`src/design/ral_pkg.sv`:
```
`timescale 1ns / 1ps
// Shared types and constants of the rectangle atlas allocator.
// Used by every module of the block; depends on nothing.
`default_nettype none
package ral_pkg;
	localparam int FREE_DEPTH  = 64;
	localparam int FREE_AW     = $clog2(FREE_DEPTH);
	localparam int FREE_CW     = $clog2(FREE_DEPTH + 1);
	localparam int IMAGE_SLOTS = 32;
	localparam int SLOT_W      = $clog2(IMAGE_SLOTS);
	localparam int DIM_W       = 13;
	localparam int MAX_DIM     = 4096;
	localparam int SID_W       = 64;
	localparam int OFF_W       = 28;

	typedef enum logic [2:0] {
		ST_OK    = 3'd0,
		ST_LARGE = 3'd1,
		ST_NOFIT = 3'd2,
		ST_FULL  = 3'd3,
		ST_MISS  = 3'd4
	} status_t;

	localparam logic [1:0] FN_ADD    = 2'd0;
	localparam logic [1:0] FN_LOOKUP = 2'd1;
	localparam logic [1:0] FN_REMOVE = 2'd2;

	localparam logic [1:0] CFG_WIDTH  = 2'd0;
	localparam logic [1:0] CFG_HEIGHT = 2'd1;
	localparam logic [1:0] CFG_BPP    = 2'd2;

	typedef struct packed {
		logic [DIM_W-1:0] x;
		logic [DIM_W-1:0] y;
		logic [DIM_W-1:0] w;
		logic [DIM_W-1:0] h;
	} rect_t;

	typedef struct packed {
		logic               we;
		logic [FREE_AW-1:0] waddr;
		rect_t              wdata;
		logic [FREE_AW-1:0] raddr;
	} free_req_t;

	typedef struct packed {
		logic              we;
		logic [SLOT_W-1:0] waddr;
		logic [SID_W-1:0]  wsid;
		rect_t             wrect;
		logic [SLOT_W-1:0] raddr;
	} img_req_t;
endpackage
`default_nettype wire

```
`src/design/ral_free_list.sv`:
```
`timescale 1ns / 1ps
// Free rectangle list memory: one write and one registered read per cycle.
// Depends on ral_pkg.
`default_nettype none
module ral_free_list (
	input  wire logic              clk,
	input  ral_pkg::free_req_t     req,
	output ral_pkg::rect_t         rdata
);
	ral_pkg::rect_t mem [ral_pkg::FREE_DEPTH];

	// write and read the list
	always_ff @(posedge clk) begin
		if (req.we) begin
			mem[req.waddr] <= req.wdata;
		end
		rdata <= mem[req.raddr];
	end
endmodule
`default_nettype wire

```
`config.mk`:
```
export PLATFORM = sky130hd
export DESIGN_NAME = ral_free_list
export DESIGN_NICKNAME = d
export VERILOG_FILES = /design/src/design/ral_pkg.sv /design/src/design/ral_free_list.sv
export SDC_FILE = /design/constraint.sdc
export NUM_CORES = 2
export LEC_CHECK = 0
export ABC_CLOCK_PERIOD_IN_PS = 7700
export BUFFER_PORTS_ARGS = -buffer_cell sky130_fd_sc_hd__buf_2
export CAP_MARGIN = 20
export CORE_UTILIZATION = 50
export CTS_CLUSTER_DIAMETER = 150
export DETAILED_ROUTE_END_ITERATION = 10
export HOLD_SLACK_MARGIN = 0.12
export PLACE_DENSITY = 0.65
export SLEW_MARGIN = 10
export SYNTH_ARGS = -nofsm -noshare
export SYNTH_HDL_FRONTEND = slang
export SYNTH_SLANG_ARGS = --single-unit
```
`constraint.sdc`:
```
create_clock -name clk -period 7.7 [get_ports clk]
set_input_delay 0.77 -clock clk [delete_from_list [all_inputs] [get_ports clk]]
set_output_delay 0.77 -clock clk [all_outputs]
set_load 0.02 [all_outputs]
```
==> impl_results.md <==
* Crit path DAT at 4.53 ns
* Worst hold stages at 1
* Die area at 0.2559 sq mm
* Initial antenna violation count at 45
* Clk sinks at 3380
* Final worst path period share at 47.29%
* Leakage at 44.73 nW
* Layout Utilization at 57.12%
* Final Skew at 0.05408 ns
* GRT Util Overall at 27.02%
* Largest net degree at the start of global routing at 122
* DRT Pass-1 Iters at 5
* GRT overflow at 0
* Maximum buffer depth of the clock tree at 4
* Setup-failing EPs final at 0
* Layout cell share with drive strength beyond 1 at 28.61%
* Initial DRC count at 8868
* ANT nets after route at 0
* Worst-margin pin slew at 1.195 ns
* Post-Route WL at 345200 um
* Initial Util at 50.39%
* Cell area after synthesis at 0.1269 sq mm
* Post-synth cell types at 40
* Post-Syn Instances at 5410
* Root Buffer: clkbuf_16
* Post-place instance area at 0.1324 sq mm
* Area of the core at 0.2519 sq mm
* Number of global-route vias before repair at 61.71k
* Maximum vdd drop at 272.1 uV
* Syn nets at 5476
* First-pass GRT wire length at 480100 um
* Maxcap violations at 0
* FF-to-FF path depth at 4
* Synth Register Bits at 3380
* Vias at 61.98k
* Port bufs at 117
* Top-area cell type share of the netlist area at 78.74%
* CTS tree: yes
* Status: completed
* CP endpoint kind: flip-flop
* Total CTS buffers at 346
* Die H at 505.8 um
* Fmax achieved at 274.6 MHz
* CTS H-Tree Depth at 5
* Die Wd at 505.8 um
* Avg Synthesized Cell Area at 23.46 sq um
* Seq/Total Area, Yosys at 79.56%
* DR vias/cell at 6.590
* Fillers at 18.01k
* Core Rows at 184
* Post-detailed-route wirelength per cell at 36.71 um
* Tmin final at 3.641 ns
* Top cell type by total area after synthesis: edfxtp_1
* Clk Latency, worst-skew pair at 0.95 ns
* Setup TNS Final at 0 ns
* Slew headroom at 20.35%
* PostCTS Resize Cnt at 0
* Ranking of synthesized cells by area: edfxtp_1 (79%), mux4_2 (14%), mux2i_1 (0.99%)
* NumNets Final at 5839
* Area Overhead vs Synth at 13.35%
* Synth Warn # at 0
* Pwr dens at 268.2 mW/mm^2
* Hold WC Path Type: in2reg
* DP Wirelength at 186100 um
* Postcts setup bufs at 0
* Placer congestion estimate at 0.7902
* Fin. max-slew vios at 0
* Hold-fix buffers at CTS at 0
* DRC viols at 0
* Critical path class: in2reg
* Worst-path clk slew at 0.06 ns
* RSZ-0062 raised after global routing: no
* Critical-path maximum fanout at 55
* Top Ports at 118
* Post-route cell area at 0.1439 sq mm
* Req. time, crit path at 8.59 ns
* Hold Vio Cnt, Final at 0
* Critical Path Source Type: primary input
-- layer usage --
metal	vias up	global-route usage [%]	wire length [um]
met1	33500	37.20	130300
met3	682	5.208	33540
met2	3670	43.25	168000
met4	18	10.11	13210
li1	24110	-	-
met5	-	0	114
-- worst max-delay path: stages --
cell and delay, ns:
buf_8 0.38, buf_4 0.68, nor2b_2 0.07, buf_4 0.32
nand2b_2 0.13, buf_4 0.57, o22ai_1 0.31, nor4_1 0.79
o22a_1 0.23
-- layout by cell type, fill, tap and decap left out, drive strengths merged, types with 5 or more instances in the layout --
cell	instances
bufinv	33
and3	12
o22a	31
o22ai	181
clkinv	127
edfxtp	3328
clkinvlp	8
a211oi	13
clkbuf	436
a22o	18
a221oi	41
a22oi	38
o221ai	64
nand2	31
and2	5
o21ai	25
mux2	44
a21oi	74
mux2i	125
nor2	98
dfxtp	52
mux4	794
nor2b	25
o21a	9
nand2b	15
buf	322
diode	24
nand3	17
nor4	40
or2	6
-- cell type report --
class | count | area (sq um) | area share (%)
clock inverters | 172 | 1707 | 1.186
well taps | 3348 | 4189 | 2.912
flip-flops and latches | 3380 | 101000 | 70.19
diodes | 24 | 60.06 | 0.04174
clock buffers | 436 | 9213 | 6.403
repair buffers | 322 | 2803 | 1.948
multi-input cells | 1723 | 24920 | 17.32
-- registers in the layout (all words and copies together), names as in the netlist --
name and cells:
rdata 52, mem 3328
-- final timing paths --
| check | startpoint | end | slack, ns |
|---|---|---|---|
| hold / removal | req[55] | mem[46][49] | 0.20 |
| setup / recovery | req[2] | rdata[0] | 4.06 |
| setup reg to reg | mem[31][46] | rdata[46] | 5.28 |
| hold reg to reg | mem[45][3] | rdata[3] | 0.81 |
-- cells by family after synthesis --
kind of cell / after synthesis / synth area share [%]
DFF: 3380 / 79.56
buffers and inverters: 307 / 1.230
muxes: 963 / 15.46
AOI/OAI and AO/OA: 496 / 2.712
and+or+nand+nor: 264 / 1.036
-- power breakdown --
group	internal, mW	total [mW]	switching, mW	leakage, nW
clock	9.55	16.3	6.79	5.35
sequential	20.4	20.5	0.0924	30.4
combinational	0.646	1.78	1.13	9.00
-- cell usage after synthesis --
cell / number
a211oi_1: 13
a21boi_0: 1
buf_2: 96
and2_0: 1
nor2_2: 1
buf_6: 12
nor2b_1: 25
o211ai_1: 1
a221oi_1: 41
nand2b_1: 15
o21a_1: 9
nor2_1: 97
clkbuf_1: 125
edfxtp_1: 3328
mux2i_1: 125
o21ai_0: 9
nor3_1: 4
and3_1: 12
nand4_1: 2
nand3b_1: 4
or2_2: 6
nor4_1: 40
buf_1: 21
buf_4: 53
or3b_2: 1
o221ai_1: 64
a22oi_1: 38
a22o_1: 18
o22a_1: 31
a21oi_1: 74
and2_1: 4
nand3_1: 17
or3_1: 3
o21ai_1: 16
mux4_2: 794
nand2_1: 31
nand4b_1: 1
dfxtp_1: 52
o22ai_1: 181
mux2_2: 44
-- through the flow --
step	setup WS [ns]	std cells	total power, mW	hold slack, ns
after global placement	3.104	8744	22.58	0.8027
final	4.059	9405	38.58	0.2050
after floorplan	2.364	5410	21.80	0.7441
after CTS	4.115	9358	38.72	0.2364
after global routing	4.071	9402	39.49	0.1859
after detailed placement	3.127	8750	22.61	0.8102
No activity file was read; power rests on OpenSTA's default activity.
