### src/design/ral_pkg.sv
`timescale 1ns / 1ps
// Shared types and constants of the rectangle atlas allocator.
// Used by every module of the block; depends on nothing.
`default_nettype none
package ral_pkg;
	localparam int FREE_DEPTH  = 64;
	localparam int FREE_AW     = $clog2(FREE_DEPTH);
	localparam int FREE_CW     = $clog2(FREE_DEPTH + 1);
	localparam int IMAGE_SLOTS = 32;
	localparam int SLOT_W      = $clog2(IMAGE_SLOTS);
	localparam int DIM_W       = 13;
	localparam int MAX_DIM     = 4096;
	localparam int SID_W       = 64;
	localparam int OFF_W       = 28;

	typedef enum logic [2:0] {
		ST_OK    = 3'd0,
		ST_LARGE = 3'd1,
		ST_NOFIT = 3'd2,
		ST_FULL  = 3'd3,
		ST_MISS  = 3'd4
	} status_t;

	localparam logic [1:0] FN_ADD    = 2'd0;
	localparam logic [1:0] FN_LOOKUP = 2'd1;
	localparam logic [1:0] FN_REMOVE = 2'd2;

	localparam logic [1:0] CFG_WIDTH  = 2'd0;
	localparam logic [1:0] CFG_HEIGHT = 2'd1;
	localparam logic [1:0] CFG_BPP    = 2'd2;

	typedef struct packed {
		logic [DIM_W-1:0] x;
		logic [DIM_W-1:0] y;
		logic [DIM_W-1:0] w;
		logic [DIM_W-1:0] h;
	} rect_t;

	typedef struct packed {
		logic               we;
		logic [FREE_AW-1:0] waddr;
		rect_t              wdata;
		logic [FREE_AW-1:0] raddr;
	} free_req_t;

	typedef struct packed {
		logic              we;
		logic [SLOT_W-1:0] waddr;
		logic [SID_W-1:0]  wsid;
		rect_t             wrect;
		logic [SLOT_W-1:0] raddr;
	} img_req_t;
endpackage
`default_nettype wire

### src/design/ral_offset.sv
`timescale 1ns / 1ps
// Two-stage byte offset pipeline: (y*atlas_width + x)*bytes_per_pixel.
// Depends on ral_pkg.
`default_nettype none
module ral_offset (
	input  wire logic                        clk,
	input  wire logic [ral_pkg::DIM_W-1:0]   x,
	input  wire logic [ral_pkg::DIM_W-1:0]   y,
	input  wire logic [ral_pkg::DIM_W-1:0]   aw,
	input  wire logic [4:0]                  bpp,
	output logic [ral_pkg::OFF_W-1:0]        off
);
	logic [2*ral_pkg::DIM_W-1:0] prod_s1;
	logic [ral_pkg::DIM_W-1:0]   x_s1;
	logic [2*ral_pkg::DIM_W:0]   sum;
	logic [2*ral_pkg::DIM_W+5:0] full;

	assign sum  = {1'b0, prod_s1} + {{(ral_pkg::DIM_W+1){1'b0}}, x_s1};
	assign full = sum * bpp;

	// row product, then add column and scale
	always_ff @(posedge clk) begin
		prod_s1 <= y * aw;
		x_s1    <= x;
		off     <= full[ral_pkg::OFF_W-1:0];
	end
endmodule
`default_nettype wire

### config.mk
export PLATFORM = sky130hd
export DESIGN_NAME = ral_offset
export DESIGN_NICKNAME = d
export VERILOG_FILES = /design/src/design/ral_pkg.sv /design/src/design/ral_offset.sv
export SDC_FILE = /design/constraint.sdc
export NUM_CORES = 1
export LEC_CHECK = 0
export BUFFER_PORTS_ARGS = -buffer_cell sky130_fd_sc_hd__clkbuf_2
export CAP_MARGIN = 10
export CELL_PAD_IN_SITES_DETAIL_PLACEMENT = 1
export CELL_PAD_IN_SITES_GLOBAL_PLACEMENT = 1
export CORE_MARGIN = 3
export CORE_UTILIZATION = 53
export CTS_CLUSTER_DIAMETER = 100
export DETAILED_ROUTE_END_ITERATION = 16
export PLACE_DENSITY_LB_ADDON = 0.1
export SLEW_MARGIN = 20
export SYNTH_ARGS = -nofsm -noshare
export SYNTH_HDL_FRONTEND = slang
export SYNTH_SLANG_ARGS = --single-unit
export TNS_END_PERCENT = 1
### constraint.sdc
create_clock -name clk -period 11.4 [get_ports clk]
set_input_delay 2.28 -clock clk [delete_from_list [all_inputs] [get_ports clk]]
set_output_delay 2.28 -clock clk [all_outputs]
set_load 0.1 [all_outputs]
==> results of run 1 <==
worst max-delay path: stages:
cell and delay (ps):
clkbuf_2 250, nand2_1 130, fa_1 540, inv_1 50, fa_1 440, ha_1 320
ha_1 280, inv_1 50, fa_1 480, inv_1 70, fa_1 410, a21o_1 180
a21oi_1 210, o21bai_1 120, a211oi_1 380, nor3_1 130, o21a_1 230, o211ai_1 230
a21oi_1 140, o311ai_0 390
state kept, by name, indices dropped and copies added (netlist names):
| signal | cells |
|---|---|
| x_s1 | 13 |
| prod_s1 | 26 |
| off | 28 |
metal layers:
layer	GRT usage, %	routed length (um)
met2	46.0	13900
met5	0	0
met4	5.80	408
met1	30.3	11500
met3	2.44	649
cell families after synthesis:
kind of cell             Yosys count
adder cells (fa/ha/maj)          308
AO/OA/AOI/OAI                    141
buffers and inverters            268
flip-flops                        67
XOR/XNOR                          69
AND/OR/NAND/NOR                  400
metrics by stage:
step | hold WS, ps | cell area (um2)
after floorplan | 586 | 11300
after global placement | 665 | 11800
after detailed placement | 670 | 11800
after CTS | 686 | 12200
after global routing | 743 | 12200
final | 683 | 12200
final cells by class:
class | instances | area (um2)
Sequential cell | 67 | 1340
Multi-Input combinational cell | 918 | 8920
Fill cell | 2452 | 8400
Inverter | 231 | 867
Timing Repair Buffer | 72 | 360
Tap cell | 270 | 338
Clock buffer | 9 | 225
Clock inverter | 7 | 105
path summary, 6_finish.rpt:
| kind | depth (start not counted) | from | slack (ps) | endpoint |
|---|---|---|---|---|
| worst max-delay path | 20 | y[4] | 4290 | prod_s1[24] |
| worst min-delay path | 2 | x_s1[0] | 680 | off[0] |
| worst max register to register | 26 | prod_s1[0] | 4400 | off[27] |
| worst min register to register | 2 | x_s1[0] | 680 | off[0] |
synth_stat cells (6+ instances only):
cell type / n / area, um2
xor2_1: 21 / 184
and2_1: 120 / 751
o21bai_1: 8 / 60.1
o21ai_0: 25 / 125
dfxtp_1: 67 / 1340
xnor2_1: 47 / 412
inv_1: 231 / 867
nor2b_1: 42 / 263
clkbuf_1: 37 / 139
o21a_1: 9 / 67.6
nor3_1: 11 / 55.1
nand4_1: 6 / 37.5
nand2b_1: 15 / 93.8
a21oi_1: 41 / 205
a21o_1: 18 / 135
nand2_1: 154 / 578
and3_1: 7 / 43.8
nor2_1: 25 / 93.8
nand3_1: 7 / 35.0
fa_1: 193 / 3860
ha_1: 114 / 1430
==> flow_summary.json, run 1 <==
{
  "final-hold-violation-count": 0,
  "cts_buffers": 9,
  "fmax_mhz": 141,
  "synthCells": 1253,
  "drt_first_pass_iters": 4,
  "grt_pass1_wl_mm": 45.4,
  "gp_congestion": 0.849,
  "final.setup.tns_ps": 0,
  "port_buffers": 72,
  "worst_slew_pin_slew_ps": 772,
  "fin_cells": 1574,
  "slew_headroom_pct": 47.2,
  "layout_setup_ws_ps": 4290,
  "cts_hold_buf": 0,
  "cts_setup_buffers": 0,
  "post-route-min-period_ps": 7110,
  "io_pins": 73,
  "dp_hpwl_mm": 21.7,
  "core_region_area_um2": 20600,
  "max-cap-violations": 0,
  "synth_edf_count": 0,
  "num_vias": 8344,
  "synth_cell_types": 49,
  "synth-compound-area-share_pct": 8.50,
  "ys_seq_elements": 67,
  "fin_util_pct": 59.1,
  "grt.total_usage_pct": 24.5,
  "num_rows": 52,
  "setup.worst_path.class": "in -> reg",
  "clk_path_buf_depth": 2,
  "synth-seq-area-share_pct": 11.9,
  "insertion_delay_ps": 350,
  "wirelength_mm": 26.5,
  "end_kind": "flip-flop",
  "outcome": "finished, final reports clean",
  "timing.final.crit_share_pct": 62.3,
  "die-width_um": 152,
  "cts_resized": 0,
  "synth_fa_ha_area_share_pct": 47.0,
  "diodes": 0,
  "nNetsFinal": 1651,
  "syn_avg_cell_area_um2": 8.99,
  "ys.flop_type": "dfxtp_1",
  "clock_skew_ps": 15.3,
  "synth_top_family_by_area": "adder cells",
  "grt_max_degree": 28,
  "syn_nets": 1605,
  "slew_viol_final": 0,
  "ys_async_sr_fraction_pct": 0,
  "path_max_fanout": 13,
  "die_h_um": 152,
  "dp.cells": 1558,
  "htreeDepth": 3,
  "cp.required_ps": 11620,
  "clk_pin_slew_ps": 70,
  "tritoncts": "done",
  "worst_setup_path_start_kind": "input port",
  "drt_iter0_markers": 242,
  "drc_errors": 0,
  "gr-total-overflow": 0,
  "cts_root_buf": "clkbuf_16",
  "ys.warnings.count": 0,
  "cts_sinks": 67,
  "synth_area_um2": 11300,
  "setup_viol_count_final": 0,
  "synth-xor-area-share_pct": 5.49,
  "ant_nets": 0,
  "final_cell_mix": "231 x inv_1, 193 x fa_1, 154 x nand2_1",
  "vias_per_cell": 5.30,
  "rsz0062_at_grt": "no",
  "hold_path_class": "reg -> reg",
  "initial_core_util_pct": 54.8,
  "synth_mux_area_share_pct": 0,
  "arrival_ps": 7320,
  "layout_commonest_cell": "inv_1",
  "yosys.area_share.simple_pct": 18.1,
  "grt_pass1_vias": 9533,
  "pre_cts_slack_ps": 3890,
  "wl_per_cell_um": 16.9,
  "drive_above_1_share_pct": 7.75,
  "antenna_found_initial": 0,
  "syn2layout_area_growth_pct": 7.90,
  "dieArea_um2": 23000
}
Power of run 1 is not shown: default switching activity piles up to over one toggle a cycle in this logic, so the estimate is an artifact.
==> run 2, diff against run 1 <==
- CORE_UTILIZATION: 53 -> 44
- clock period: 11.4 -> 6.5 ns (I/O delays scaled with it)
==> flow_summary.json, run 2 (same netlist as run 1, synthesis figures left out) <==
{
  "htreeDepth": 3,
  "grt_max_degree": 28,
  "drt_iter0_markers": 235,
  "cts_hold_buf": 0,
  "largest_reg_flops": 28,
  "path_max_fanout": 6,
  "wl_per_cell_um": 15.6,
  "ant_nets": 0,
  "final-hold-violation-count": 0,
  "setup.worst_path.class": "reg -> reg",
  "gp_congestion": 0.835,
  "top_layer": "met4",
  "rrSetupSlack_ps": 420,
  "core_region_area_um2": 24700,
  "die-width_um": 166,
  "antenna_found_initial": 0,
  "met2_length_mm": 12.9,
  "arrival_ps": 6310,
  "initial_core_util_pct": 45.5,
  "io_pins": 73,
  "slew_viol_final": 0,
  "cp.required_ps": 6740,
  "max-cap-violations": 0,
  "dp_hpwl_mm": 22.1,
  "crit_slowest_cell": "fa_1",
  "num_rows": 57,
  "max_stage_delay_ps": 540,
  "routed-wl-met3_um": 524,
  "wirelength_mm": 25.8,
  "grt_pass1_wl_mm": 44.9,
  "cts_root_buf": "clkbuf_16",
  "setup_viol_count_final": 0,
  "nNetsFinal": 1675,
  "layout_commonest_cell": "inv_1",
  "fmax_mhz": 165,
  "post-route-min-period_ps": 6080,
  "vias_per_cell": 5.00,
  "largest-register": "off",
  "final_cell_mix": "231 x inv_1, 193 x fa_1, 154 x nand2_1",
  "dieArea_um2": 27600,
  "diodes": 0,
  "worst_slew_pin_slew_ps": 652,
  "hold_path_class": "reg -> reg",
  "port_buffers": 72,
  "cts_sinks": 67,
  "grt_pass1_vias": 9267,
  "timing.final.crit_share_pct": 93.5,
  "drc_errors": 0,
  "syn2layout_area_growth_pct": 10.2,
  "cp_num_buf_inv": 3,
  "drt_first_pass_iters": 4,
  "clock_skew_ps": 9.92,
  "fin_util_pct": 50.2,
  "outcome": "finished, final reports clean",
  "gr-total-overflow": 0,
  "crit_top_cell": "fa_1",
  "num_vias": 8260,
  "clk_pin_slew_ps": 70,
  "fill_cells": 2958,
  "tritoncts": "done",
  "drive_above_1_share_pct": 9.94,
  "grt.total_usage_pct": 19.4,
  "slew_headroom_pct": 55.4,
  "die_h_um": 166,
  "reg.largest.list": "off x28, prod_s1 x26, x_s1 x13",
  "worst_setup_path_start_kind": "flip-flop",
  "insertion_delay_ps": 350,
  "cp_top_family": "adder cells",
  "final.setup.tns_ps": 0,
  "clk_path_buf_depth": 2,
  "end_kind": "flip-flop",
  "cts_buffers": 9,
  "wl_met1_mm": 11.9
}
run 2: cell types whose count changed in the layout (fill, tap and decap cells not counted), moves of 2 or more:
| cell | before | now |
|---|---|---|
| inv_8 | 1 | 5 |
| buf_4 | 0 | 24 |
| bufinv_16 | 2 | 0 |
| xor2_2 | 0 | 3 |
| o21ai_1 | 0 | 3 |
| xor2_1 | 21 | 18 |
| o21ai_0 | 25 | 22 |
run 2: worst paths after layout:
kind | cells past startpoint | startpoint | endpoint
worst max register to register | 26 | prod_s1[0] | off[27]
worst min-delay path | 2 | x_s1[0] | off[0]
worst max-delay path | 26 | prod_s1[0] | off[27]
worst min register to register | 2 | x_s1[0] | off[0]
run 2: worst reg2reg max path, delay by kind of cell (launching register included):
kind	cells	cell delay, ps
fa+ha+maj	6	2480
compound gates	11	2120
simple gates	4	560
flops	1	320
xor+xnor	2	320
buf+inv	3	160
run 2: per-stage QoR:
step	hold slack, ps	worst slack (ps)	instances	instance area [um2]
after floorplan	586	504	1253	11300
after global placement	659	183	1633	12100
after detailed placement	658	-12.7	1633	12100
after CTS	677	98.1	1649	12400
after global routing	722	-4.93	1652	12400
final	664	424	1652	12400
run 2: timing repair:
action / 4_1_cts / 5_1_grt
pin swaps: 0 / 4
hold endpoints to repair: 0 / 0
buffers inserted: 0 / 3
resized for setup: 1 / 9
endpoints found under the setup margin: 1 / 5
run 2: cell type report:
| cell class | count | area (um2) | area share, % |
|---|---|---|---|
| Clock buffer | 9 | 225 | 1.81 |
| Clock inverter | 7 | 73.8 | 0.595 |
| Inverter | 231 | 867 | 6.98 |
| Multi-Input combinational cell | 918 | 8960 | 72.2 |
| Sequential cell | 67 | 1340 | 10.8 |
| Tap cell | 324 | 405 | 3.26 |
| Timing Repair Buffer | 96 | 541 | 4.35 |
run 2: metal layers:
| layer | GRT usage, % | vias up |
|---|---|---|
| met4 | 4.41 | 0 |
| met2 | 35.1 | 93 |
| li1 | - | 4006 |
| met1 | 25.3 | 4143 |
| met5 | 0 | - |
| met3 | 1.81 | 18 |
Power of run 2 is left out for the same reason.
